**src/sv/sedu_pkg.sv**
```systemverilog
package sedu_pkg;

    localparam int BYTE_W = 8;

    // datapath operation selected by the controller state
    typedef enum logic [2:0] {
        OP_LOAD,
        OP_HANDLE,
        OP_RESOLVE,
        OP_FLUSH,
        OP_END
    } t_op;

    typedef struct packed {
        logic in_drop;     // offered byte is a quote that opens or closes the string
        logic in_flush;    // offered byte ends the string while an escape is open
        logic stall;       // operation cannot complete this cycle
        logic to_resolve;  // byte in work completes four bytes after \u
        logic more;        // replayed bytes remain after the one in work
        logic flush_next;  // string ends with an escape left open
        logic seq_last;    // sequence index at its final byte
        logic hex_ok;      // all four collected bytes are hex digits
    } t_stat;

endpackage

```
**src/sv/sedu_ctrl.sv**
```systemverilog
module sedu_ctrl (
    input  logic            i_clk,
    input  logic            i_rst_n,
    input  logic            i_valid,
    input  sedu_pkg::t_stat i_stat,
    output logic            o_ready,
    output sedu_pkg::t_op   o_op
);
    import sedu_pkg::*;

    typedef enum logic [2:0] {
        S_IDLE,
        S_HANDLE,
        S_RESOLVE,
        S_FLUSH,
        S_END
    } t_state;

    t_state r_state;
    t_state n_state;

    always_comb begin
        n_state = r_state;
        unique case (r_state)
            S_IDLE: begin
                if (i_valid) begin
                    if (i_stat.in_drop) begin
                        n_state = i_stat.in_flush ? S_FLUSH : S_END;
                    end else begin
                        n_state = S_HANDLE;
                    end
                end
            end
            S_HANDLE: begin
                if (!i_stat.stall) begin
                    priority if (i_stat.to_resolve) n_state = S_RESOLVE;
                    else if (i_stat.more)           n_state = S_HANDLE;
                    else if (i_stat.flush_next)     n_state = S_FLUSH;
                    else                            n_state = S_END;
                end
            end
            S_RESOLVE: begin
                // broken hex goes back to replay the leftover bytes
                if (!i_stat.stall && i_stat.seq_last) begin
                    n_state = i_stat.hex_ok ? S_END : S_HANDLE;
                end
            end
            S_FLUSH: begin
                if (!i_stat.stall && i_stat.seq_last) n_state = S_END;
            end
            S_END: begin
                if (!i_stat.stall) n_state = S_IDLE;
            end
            default: n_state = S_IDLE;
        endcase
    end

    always_ff @(posedge i_clk) begin
        if (!i_rst_n) begin
            r_state <= S_IDLE;
        end else begin
            r_state <= n_state;
        end
    end

    always_comb begin
        unique case (r_state)
            S_IDLE:    o_op = OP_LOAD;
            S_HANDLE:  o_op = OP_HANDLE;
            S_RESOLVE: o_op = OP_RESOLVE;
            S_FLUSH:   o_op = OP_FLUSH;
            S_END:     o_op = OP_END;
            default:   o_op = OP_END;
        endcase
    end

    assign o_ready = (r_state == S_IDLE);

endmodule

```
**src/sv/sedu_dp.sv**
```systemverilog
module sedu_dp (
    input  logic                          i_clk,
    input  logic                          i_rst_n,
    input  sedu_pkg::t_op                 i_op,
    input  logic                          i_valid,
    input  logic [sedu_pkg::BYTE_W-1:0]   i_in_byte,
    input  logic                          i_first,
    input  logic                          i_last,
    input  logic                          i_ready,
    output sedu_pkg::t_stat               o_stat,
    output logic                          o_valid,
    output logic [sedu_pkg::BYTE_W-1:0]   o_out_byte,
    output logic                          o_has_byte,
    output logic                          o_run_end,
    output logic                          o_string_end
);
    import sedu_pkg::*;

    typedef enum logic [1:0] {
        M_NORMAL = 2'd0,
        M_ESCAPE = 2'd1,
        M_HEX    = 2'd2
    } t_mode;

    localparam logic [7:0]  CH_BSL   = 8'h5C;
    localparam logic [7:0]  CH_QUOTE = 8'h22;
    localparam logic [7:0]  CH_U     = 8'h75;
    localparam logic [7:0]  CH_0     = 8'h30;
    localparam logic [7:0]  CH_9     = 8'h39;
    localparam logic [7:0]  CH_LA    = 8'h61;
    localparam logic [7:0]  CH_LF    = 8'h66;
    localparam logic [7:0]  CH_UA    = 8'h41;
    localparam logic [7:0]  CH_UF    = 8'h46;
    localparam logic [7:0]  CH_A     = 8'h61;
    localparam logic [7:0]  CH_B     = 8'h62;
    localparam logic [7:0]  CH_T     = 8'h74;
    localparam logic [7:0]  CH_N     = 8'h6E;
    localparam logic [7:0]  CH_V     = 8'h76;
    localparam logic [7:0]  CH_F     = 8'h66;
    localparam logic [7:0]  CH_R     = 8'h72;
    localparam logic [15:0] CP_LIM1  = 16'h0080;
    localparam logic [15:0] CP_LIM2  = 16'h0800;
    localparam logic [7:0]  LEAD2    = 8'hC0;
    localparam logic [7:0]  LEAD3    = 8'hE0;
    localparam logic [7:0]  CONT     = 8'h80;

    function automatic logic [4:0] hex_digit(input logic [7:0] c);
        logic [4:0] r;
        r = '0;
        if (c >= CH_0 && c <= CH_9) begin
            r = {1'b1, 4'(c - CH_0)};
        end else if (c >= CH_LA && c <= CH_LF) begin
            r = {1'b1, 4'(c - CH_LA + 8'd10)};
        end else if (c >= CH_UA && c <= CH_UF) begin
            r = {1'b1, 4'(c - CH_UA + 8'd10)};
        end
        return r;
    endfunction

    function automatic logic [7:0] esc_map(input logic [7:0] c);
        logic [7:0] r;
        unique case (c)
            CH_0:    r = 8'h00;
            CH_A:    r = 8'h07;
            CH_B:    r = 8'h08;
            CH_T:    r = 8'h09;
            CH_N:    r = 8'h0A;
            CH_V:    r = 8'h0B;
            CH_F:    r = 8'h0C;
            CH_R:    r = 8'h0D;
            default: r = c;
        endcase
        return r;
    endfunction

    // state
    t_mode       r_mode;
    logic [2:0]  r_count;
    logic [7:0]  r_buf [4];
    logic        r_replay;
    logic [1:0]  r_rp;
    logic [2:0]  r_idx;
    logic [7:0]  r_cur;
    logic        r_last;
    logic [7:0]  r_pbyte;
    logic        r_pend_v;
    logic        r_ovalid;
    logic [7:0]  r_obyte;
    logic        r_ohas;
    logic        r_orun;
    logic        r_osend;

    logic [1:0]  rd_addr;
    logic [7:0]  rd_byte;
    logic [7:0]  cur_c;
    logic [4:0]  dig [4];
    logic [2:0]  hex_k;
    logic        hex_ok;
    logic [15:0] cp;
    logic [2:0]  utf_len;
    logic [7:0]  utf_byte;
    logic [7:0]  raw_byte;
    logic [2:0]  seq_len;
    logic [7:0]  seq_byte;
    logic        seq_last;
    logic        h_emit;
    logic [7:0]  h_byte;
    t_mode       h_mode_n;
    logic        em_req;
    logic [7:0]  em_byte;
    logic        out_free;
    logic        end_need;
    logic        stall;
    logic        push_emit;
    logic        push_end;

    // one buffer read port, shared between replay and raw output
    assign rd_addr = (i_op == OP_HANDLE) ? r_rp : 2'(r_idx - 3'd2);
    assign rd_byte = r_buf[rd_addr];
    assign cur_c   = r_replay ? rd_byte : r_cur;

    always_comb begin
        for (int g = 0; g < 4; g++) begin
            dig[g] = hex_digit(r_buf[g]);
        end
    end

    always_comb begin
        if (!dig[0][4])      hex_k = 3'd0;
        else if (!dig[1][4]) hex_k = 3'd1;
        else if (!dig[2][4]) hex_k = 3'd2;
        else if (!dig[3][4]) hex_k = 3'd3;
        else                 hex_k = 3'd4;
    end

    assign hex_ok = (hex_k == 3'd4);
    assign cp     = {dig[0][3:0], dig[1][3:0], dig[2][3:0], dig[3][3:0]};

    always_comb begin
        if (cp < CP_LIM1)      utf_len = 3'd1;
        else if (cp < CP_LIM2) utf_len = 3'd2;
        else                   utf_len = 3'd3;
    end

    always_comb begin
        utf_byte = cp[7:0];
        if (utf_len == 3'd2) begin
            utf_byte = (r_idx == 3'd0) ? (LEAD2 | {3'b000, cp[10:6]})
                                       : (CONT | {2'b00, cp[5:0]});
        end else if (utf_len == 3'd3) begin
            if (r_idx == 3'd0)      utf_byte = LEAD3 | {4'b0000, cp[15:12]};
            else if (r_idx == 3'd1) utf_byte = CONT | {2'b00, cp[11:6]};
            else                    utf_byte = CONT | {2'b00, cp[5:0]};
        end
    end

    always_comb begin
        if (r_idx == 3'd0)      raw_byte = CH_BSL;
        else if (r_idx == 3'd1) raw_byte = CH_U;
        else                    raw_byte = rd_byte;
    end

    always_comb begin
        if (i_op == OP_RESOLVE) begin
            seq_len  = hex_ok ? utf_len : 3'd2 + hex_k;
            seq_byte = hex_ok ? utf_byte : raw_byte;
        end else begin
            seq_len  = (r_mode == M_ESCAPE) ? 3'd1 : 3'd2 + r_count;
            seq_byte = raw_byte;
        end
    end

    assign seq_last = (r_idx == seq_len - 3'd1);

    always_comb begin
        h_emit   = 1'b0;
        h_byte   = cur_c;
        h_mode_n = M_NORMAL;
        unique case (r_mode)
            M_ESCAPE: begin
                if (cur_c == CH_U) begin
                    h_mode_n = M_HEX;
                end else begin
                    h_emit = 1'b1;
                    h_byte = esc_map(cur_c);
                end
            end
            M_HEX: h_mode_n = M_HEX;
            default: begin
                if (cur_c == CH_BSL) h_mode_n = M_ESCAPE;
                else                 h_emit   = 1'b1;
            end
        endcase
    end

    always_comb begin
        em_req  = 1'b0;
        em_byte = seq_byte;
        unique case (i_op)
            OP_HANDLE: begin
                em_req  = h_emit;
                em_byte = h_byte;
            end
            OP_RESOLVE, OP_FLUSH: em_req = 1'b1;
            default: em_req = 1'b0;
        endcase
    end

    // the newest byte waits in the pending register until it is known
    // whether it is the last result of the transaction
    assign out_free  = !r_ovalid || i_ready;
    assign end_need  = r_pend_v || r_last;
    assign stall     = (em_req && r_pend_v && !out_free)
                     || ((i_op == OP_END) && end_need && !out_free);
    assign push_emit = em_req && r_pend_v && !stall;
    assign push_end  = (i_op == OP_END) && end_need && !stall;

    always_ff @(posedge i_clk) begin
        if ((i_op == OP_LOAD) && i_valid) begin
            r_cur  <= i_in_byte;
            r_last <= i_last;
        end
        if ((i_op == OP_HANDLE) && (r_mode == M_HEX)) begin
            r_buf[r_count[1:0]] <= cur_c;
        end
        if (em_req && !stall) begin
            r_pbyte <= em_byte;
        end
        if (push_emit) begin
            r_obyte <= r_pbyte;
            r_ohas  <= 1'b1;
            r_orun  <= 1'b0;
            r_osend <= 1'b0;
        end else if (push_end) begin
            r_obyte <= r_pend_v ? r_pbyte : 8'h00;
            r_ohas  <= r_pend_v;
            r_orun  <= 1'b1;
            r_osend <= r_last;
        end
    end

    always_ff @(posedge i_clk) begin
        if (!i_rst_n) begin
            r_mode   <= M_NORMAL;
            r_count  <= '0;
            r_replay <= 1'b0;
            r_rp     <= '0;
            r_idx    <= '0;
            r_pend_v <= 1'b0;
            r_ovalid <= 1'b0;
        end else begin
            if (push_emit || push_end) begin
                r_ovalid <= 1'b1;
            end else if (i_ready) begin
                r_ovalid <= 1'b0;
            end
            unique case (i_op)
                OP_LOAD: begin
                    if (i_valid) begin
                        r_replay <= 1'b0;
                        r_idx    <= '0;
                        if (i_first) begin
                            r_mode  <= M_NORMAL;
                            r_count <= '0;
                        end
                    end
                end
                OP_HANDLE: begin
                    if (!stall) begin
                        r_mode <= h_mode_n;
                        r_idx  <= '0;
                        if ((r_mode == M_ESCAPE) && (cur_c == CH_U)) r_count <= '0;
                        if (r_mode == M_HEX) r_count <= r_count + 3'd1;
                        if (r_replay) begin
                            r_rp <= r_rp + 2'd1;
                            if (r_rp == 2'd3) r_replay <= 1'b0;
                        end
                        if (h_emit) r_pend_v <= 1'b1;
                    end
                end
                OP_RESOLVE, OP_FLUSH: begin
                    if (!stall) begin
                        r_pend_v <= 1'b1;
                        r_idx    <= seq_last ? 3'd0 : r_idx + 3'd1;
                        if (seq_last) begin
                            r_mode  <= M_NORMAL;
                            r_count <= '0;
                            // replay the bytes from the first non-hex one
                            if ((i_op == OP_RESOLVE) && !hex_ok) begin
                                r_replay <= 1'b1;
                                r_rp     <= hex_k[1:0];
                            end
                        end
                    end
                end
                OP_END: begin
                    if (!stall) r_pend_v <= 1'b0;
                end
                default: r_pend_v <= r_pend_v;
            endcase
        end
    end

    always_comb begin
        o_stat            = '0;
        o_stat.in_drop    = (i_in_byte == CH_QUOTE) && (i_first || i_last);
        o_stat.in_flush   = i_last && !i_first && (r_mode != M_NORMAL);
        o_stat.stall      = stall;
        o_stat.to_resolve = (r_mode == M_HEX) && (r_count == 3'd3);
        o_stat.more       = r_replay && (r_rp != 2'd3);
        o_stat.flush_next = r_last && (h_mode_n != M_NORMAL);
        o_stat.seq_last   = seq_last;
        o_stat.hex_ok     = hex_ok;
    end

    assign o_valid      = r_ovalid;
    assign o_out_byte   = r_obyte;
    assign o_has_byte   = r_ohas;
    assign o_run_end    = r_orun;
    assign o_string_end = r_osend;

endmodule

```
**src/sv/string_escape_decoder_utf8.sv**
```systemverilog
// String literal unescaper with UTF-8 output.
// Input channel (i_valid / o_ready): one byte of a quoted literal per
// transaction, with i_first and i_last marking the ends of the string.
// Output channel (o_valid / i_ready): one decoded byte per transaction;
// o_run_end marks the last byte caused by an input transaction and
// o_string_end the final byte of the string. A string that ends with no
// data gives one transaction with o_has_byte low.
// Timing: one input transaction at a time, one emitted byte per cycle
// while the receiver is ready. A byte decoded in place passes load,
// decode and release, a dropped quote load and release. The byte that
// completes a \u sequence adds a resolve step for its 1 to 3 UTF-8
// bytes, or for broken hex the 2 to 5 bytes of the raw \u prefix and
// valid digits and a replay of the remaining 1 to 4 bytes. A string that
// ends inside an escape adds a flush of its 1 to 5 raw bytes. The
// newest byte waits in a pending register until its end marks are known.
// Reset clears the escape state and empties the output register.
// When the receiver stalls, the block holds the step it is in; the next
// input is taken only once the last result of the current one has moved
// into the output register.
module string_escape_decoder_utf8 (
    input  logic                          i_clk,
    input  logic                          i_rst_n,
    input  logic                          i_valid,
    output logic                          o_ready,
    input  logic [sedu_pkg::BYTE_W-1:0]   i_in_byte,
    input  logic                          i_first,
    input  logic                          i_last,
    output logic                          o_valid,
    input  logic                          i_ready,
    output logic [sedu_pkg::BYTE_W-1:0]   o_out_byte,
    output logic                          o_has_byte,
    output logic                          o_run_end,
    output logic                          o_string_end
);
    import sedu_pkg::*;

    t_op   op;
    t_stat stat;

    sedu_ctrl u_ctrl (
        .i_clk   (i_clk),
        .i_rst_n (i_rst_n),
        .i_valid (i_valid),
        .i_stat  (stat),
        .o_ready (o_ready),
        .o_op    (op)
    );

    sedu_dp u_dp (
        .i_clk        (i_clk),
        .i_rst_n      (i_rst_n),
        .i_op         (op),
        .i_valid      (i_valid),
        .i_in_byte    (i_in_byte),
        .i_first      (i_first),
        .i_last       (i_last),
        .i_ready      (i_ready),
        .o_stat       (stat),
        .o_valid      (o_valid),
        .o_out_byte   (o_out_byte),
        .o_has_byte   (o_has_byte),
        .o_run_end    (o_run_end),
        .o_string_end (o_string_end)
    );

    a_empty_marker: assert property (@(posedge i_clk) disable iff (!i_rst_n)
        (o_valid && !o_has_byte) |-> (o_run_end && o_string_end && (o_out_byte == 8'h00)))
        else $error("empty marker without end marks");

    a_string_end_run: assert property (@(posedge i_clk) disable iff (!i_rst_n)
        (o_valid && o_string_end) |-> o_run_end)
        else $error("string end without run end");

    a_single_accept: assert property (@(posedge i_clk) disable iff (!i_rst_n)
        (i_valid && o_ready) |=> !o_ready)
        else $error("second transaction taken while busy");

    a_load_no_stall: assert property (@(posedge i_clk) disable iff (!i_rst_n)
        (op == OP_LOAD) |-> (!stat.stall && o_ready))
        else $error("stall or busy while loading");

endmodule
```
**config.mk**
```make
export PLATFORM = sky130hd
export DESIGN_NAME = string_escape_decoder_utf8
export DESIGN_NICKNAME = d
export VERILOG_FILES = /design/src/sv/sedu_pkg.sv /design/src/sv/sedu_ctrl.sv /design/src/sv/sedu_dp.sv /design/src/sv/string_escape_decoder_utf8.sv
export SDC_FILE = /design/constraint.sdc
export NUM_CORES = 1
export LEC_CHECK = 0
export BUFFER_PORTS_ARGS = -buffer_cell sky130_fd_sc_hd__buf_4
export CORE_ASPECT_RATIO = 0.75
export CORE_MARGIN = 10
export CORE_UTILIZATION = 57
export DETAILED_ROUTE_END_ITERATION = 10
export GPL_TIMING_DRIVEN = 0
export PLACE_DENSITY = 0.78
export SLEW_MARGIN = 20
export SYNTH_ARGS = -nofsm -noshare
export SYNTH_HDL_FRONTEND = slang
export SYNTH_SLANG_ARGS = --single-unit
```
**constraint.sdc**
```tcl
create_clock -name i_clk -period 3.91 [get_ports i_clk]
set_input_delay 0.782 -clock i_clk [delete_from_list [all_inputs] [get_ports i_clk]]
set_output_delay 0.782 -clock i_clk [all_outputs]
set_load 0.005 [all_outputs]
```
# --- Word level (Yosys, flattened, before mapping) ---
# Memory sizes are Yosys's and may differ from the RTL's.
# Cells that the tools add are included.
totals:
  register_bits: 44
  ramBits: 32
  output_inout_bits: 13
  elab_cells: 271
  mem_count: 1
op_classes:
  add_sub_neg: 27
  order_cmp: 26
  eq_ne: 44
  muxes: 100
  reduce_logical: 58
memory_table:
  columns: ["name", "depth", "width", "rd", "rd_ports_with_merged_regs", "wr", "line", "source"]
  rows:
  - ["u_dp.r_buf", 4, 8, 5, 0, 1, "sedu_dp.sv:79", "logic [7:0] r_buf [4];"]
ops:
  columns: ["op", "n"]
  rows:
  - ["$mux 8", 14]
  - ["$mux 3", 29]
  - ["$eq 8x7->1 const B", 9]
  - ["$ge 8x7->1 const B", 8]
  - ["$le 8x7->1 const B", 8]
  - ["$pmux 8 s8", 1]
  - ["$mux 5", 12]
  - ["$sub 4x1->4 const B", 12]
  - ["$add 4x4->4 const B", 8]
  - ["$ge 8x6->1 const B", 4]
  - ["$le 8x6->1 const B", 4]
  - ["$logic_and 1x1->1", 30]
  - ["$mux 2", 12]
  - ["$eq 3x2->1 const B", 7]
  - ["$mux 1", 19]
  - ["$ne 2x2->1 const B", 9]
  - ["$pmux 3 s3", 2]
  - ["$reduce_and 6->1", 3]
  - ["$eq 8x6->1 const B", 2]
  - ["$lt 16x12->1 const B", 1]
  - ["$lt 16x8->1 const B", 1]
  - ["$pmux 3 s5", 1]
  - ["$ne 2x1->1 const B", 6]
  - ["$pmux 3 s4", 1]
  - ["other kinds (26)", 52]

# --- Logic depth before layout (Yosys ltp) ---
# An unclocked memory read counts as a cell.
depth:
  depth_word: 18
  mapped_depth: 19
  mapped_depth_nobuf: 19

# --- Hierarchy ---
# Synthesis repeated with hierarchy kept, for this count alone.
unflattened:
  hier_cells: 640
  area_unflattened_um2: 5915.7
by_module_without_submodules:
  columns: ["mod", "instances", "cells_per_inst", "area_each_um2"]
  rows:
  - ["sedu_dp", 1, 602, 5649.2]
  - ["sedu_ctrl", 1, 38, 266.5]

# --- Worst setup path after synthesis ---
# Ideal clock, no wire load.
synth_path:
  kind: "register to register"
  start: "mem u_dp.r_buf[0][1]"
  end: "reg u_dp.r_count[0]"
  setup_time_ns: 0.117
  arrival_time_ns: 4.014
  required_time_ns: 3.793
  setup_slack_ns: -0.221
  path_stages_with_launch: 19
  n_path_buf: 1
  synth_period_minus_slack_ns: 4.131
  cell_sequence: "edfxtp_1 inv_1 ha_1 o21bai_1 a21oi_1 or4_1 a222oi_1 clkbuf_1 nand2_1 a21oi_1 nor2_1 a31oi_1 ha_1 xor2_1 xnor2_1 a31oi_2 a211oi_4 o21ai_2 a32o_1"
synth_lines:
  columns: ["item", "line", "source"]
  rows:
  - ["from (decl)", "sedu_dp.sv:79", null]
  - ["to (signal assigned)", "sedu_dp.sv:273", "if (r_mode == M_HEX) r_count <= r_count + 3'd1;"]
  - ["to (decl)", "sedu_dp.sv:78", "logic [2:0] r_count;"]

==> metrics.cfg <==
[detailed_routing]
ant_nets=0
first_pass_iters=6
wirelength_um=18500
drtIter0Drc=816
drt-wirelength-per-cell_um=22.4
drc=0
vias_per_cell=6.69
num_vias=5523

[critical_path]
reg2reg_depth=18
worstPathRequired_ps=4150
startpoint_type=register
crit_type=reg2reg
crit_arrival_ps=4450
cp-end-kind=register
worstPathMaxFanout=4

[synth]
synthAdderAreaFrac_pct=6.12
synthTopCellsByArea=edfxtp_1 (30%), dfxtp_1 (6.6%), ha_1 (6.1%)
yosysWarnings=0
syn_inst=622
synth_top_family_by_area=compound AO/OA/AOI/OAI gates
ys_ff_latch=76
syn_area_mm2=0.00573
async_flop_share_pct=0
synth_mux_area_share_pct=4.37
yosysUniqueCellTypes=97
synth_top_area_share_pct=29.9
syn_avg_cell_area_um2=9.20
synth_edf_count=57
yosys_most_used_dff=edfxtp_1
synth-compound-area-share_pct=25.0
synth_area_leader_cell=edfxtp_1
synth_fp_nets=664
synth_xor_area_share_pct=0.765
ys_seq_area_share_pct=36.5
yosys.area_share.simple_pct=22.8

[power]
ir_drop_mv=0.348
p_leak_nw=2.56
p_total_mw=3.62
power_density_mw_per_mm2=526

[clock_tree]
cts-root-buf=clkbuf_16
insertion_delay_ps=350
numCtsBuffers=9
cts_tree=built
htree_levels=3
ctsHoldBuffers=0
cts.sinks=76
clk_pin_slew_ps=60
cts.path.max_buffers=2

[sta]
hold_viol=0
setup_slack_ps=-295
slew_violations=0
timing.fmax_mhz=238
clock_skew_ps=12.0
rsz0062_at_grt=true
tightest_slew_ps=782
fin_crit_sh_pct=108
hold_ws_ps=455
fin_crit_ps=4210
setup_viol=13
slew_headroom_pct=47.4

[die]
die_w_um=136
rows=31
initial_utilization_pct=58.8
die_area_mm2=0.0145
core_mm2=0.00974
ios=27
die_h_um=107

[cells_and_area]
final_common_cell=edfxtp_1
nets=731
area_growth_pct=20.2
final_cell_mix=edfxtp_1 (57), nor2_1 (54), buf_4 (53), nand2_1 (44), a21oi_1 (44)
layout-drive-gt1-share_pct=23.1
stdcell_count=826
diodes=0

[outcome]
outcome=finished, violations left
violations=setup timing

[grt]
first_global_vias=5104
gr-total-overflow=0
grt_max_degree=16
antenna_found_initial=0
grt_usage_pct=25.0
grt_pass1_wl_um=28600

[job]
cap_violations=0

[placed_design]
io_buffers=26
place_hpwl_um=13600
dp_cells=780
globalplace.congestion=0.978

[hold_path]
hp-class=reg2reg
hold_depth=1

synthesized netlist by cell type (all sizes together) (8+ instances only):
| cell | count |
|---|---|
| o21ai | 44 |
| a31oi | 9 |
| a21oi | 50 |
| dfxtp | 19 |
| nor2 | 54 |
| ha | 28 |
| and2 | 17 |
| nor2b | 10 |
| nor3 | 14 |
| inv | 34 |
| mux2i | 19 |
| nand2b | 16 |
| nand2 | 49 |
| nor4 | 11 |
| o211ai | 8 |
| buf | 10 |
| nand3 | 20 |
| clkbuf | 18 |
| edfxtp | 57 |
| a211oi | 8 |
worst max-delay path, cell delays in order, from the launching register on:
cell and delay, ps:
edfxtp_1 480, buf_4 180, ha_1 220, o21bai_2 190, a21oi_2 120, a21o_1 220, a222oi_1 450, buf_4 220
nand2_4 70, a21oi_4 140, nor2_1 50, a31oi_1 230, ha_1 300, xor2_1 180, o221a_2 260, a31oi_4 150
a211oi_4 290, o21ai_2 110, a32o_1 250
per-stage QoR:
| stage | TNS (ps) | cell area [um2] | setup slack [ps] | utilization, % |
|---|---|---|---|---|
| final | -2680 | 6880 | -295 | 70.7 |
| after global routing | -4210 | 6880 | -378 | 70.7 |
| after CTS | -1930 | 6690 | -244 | 68.7 |
| after detailed placement | -10140 | 6110 | -906 | 62.8 |
| after global placement | -9660 | 6110 | -893 | 62.8 |
| after floorplan | 0 | 5750 | 4.85 | - |
metal layers:
metal / vias to the layer above / part of all wire (%) / global-route usage [%]
met5: - / 0 / 0
met4: 0 / 1.8 / 6.21
met3: 39 / 13 / 7.74
met2: 380 / 43 / 35.7
met1: 2629 / 43 / 35.7
li1: 2475 / - / -
state kept, by name, summed over array words and instances (netlist names), 2 cells and up:
signal / cells
u_ctrl.r_state: 3
u_dp.r_mode: 2
u_dp.r_pbyte: 8
u_dp.r_buf: 32
u_dp.r_cur: 8
u_dp.r_count: 3
u_dp.r_idx: 3
u_dp.r_rp: 2
u_dp.o_out_byte: 8
final timing paths:
check | start | to | slack (ps)
worst min-delay path | u_dp.o_string_end | u_dp.o_string_end | 460
worst max register to register | u_dp.r_buf[1][0] | u_dp.r_count[0] | -300
worst max-delay path | u_dp.r_buf[1][0] | u_dp.r_count[0] | -300
worst min register to register | u_dp.o_string_end | u_dp.o_string_end | 460
cells by family after synthesis:
family	after synthesis
AND/OR/NAND/NOR	235
AO/OA/AOI/OAI	192
flip-flops	76
buffers and inverters	62
adder cells (fa/ha/maj)	28
multiplexers	24
XOR/XNOR	5
power breakdown:
part           leakage [nW]  total, mW  switching, mW  internal (mW)
combinational          1.76       1.67           1.06          0.602
sequential            0.673       1.15         0.0680           1.08
clock                 0.132      0.807          0.368          0.439
layout make-up:
class                      count  area (um2)
clock buffer                   9         225
multi-input combinational    484        3640
fill                         755        2850
timing repair buffer          56         443
sequential                    76        2090
buffer                        28         133
clock inverter                 7        56.3
inverter                      34         128
tap                          132         165
timing repair:
| action | 4_1_cts | 5_1_grt |
|---|---|---|
| pin swaps | 16 | 16 |
| setup endpoints to repair | 24 | 26 |
| gates resized for setup | 26 | 35 |
| setup buffers | 25 | 6 |
No activity file was read; power rests on OpenSTA's default activity.
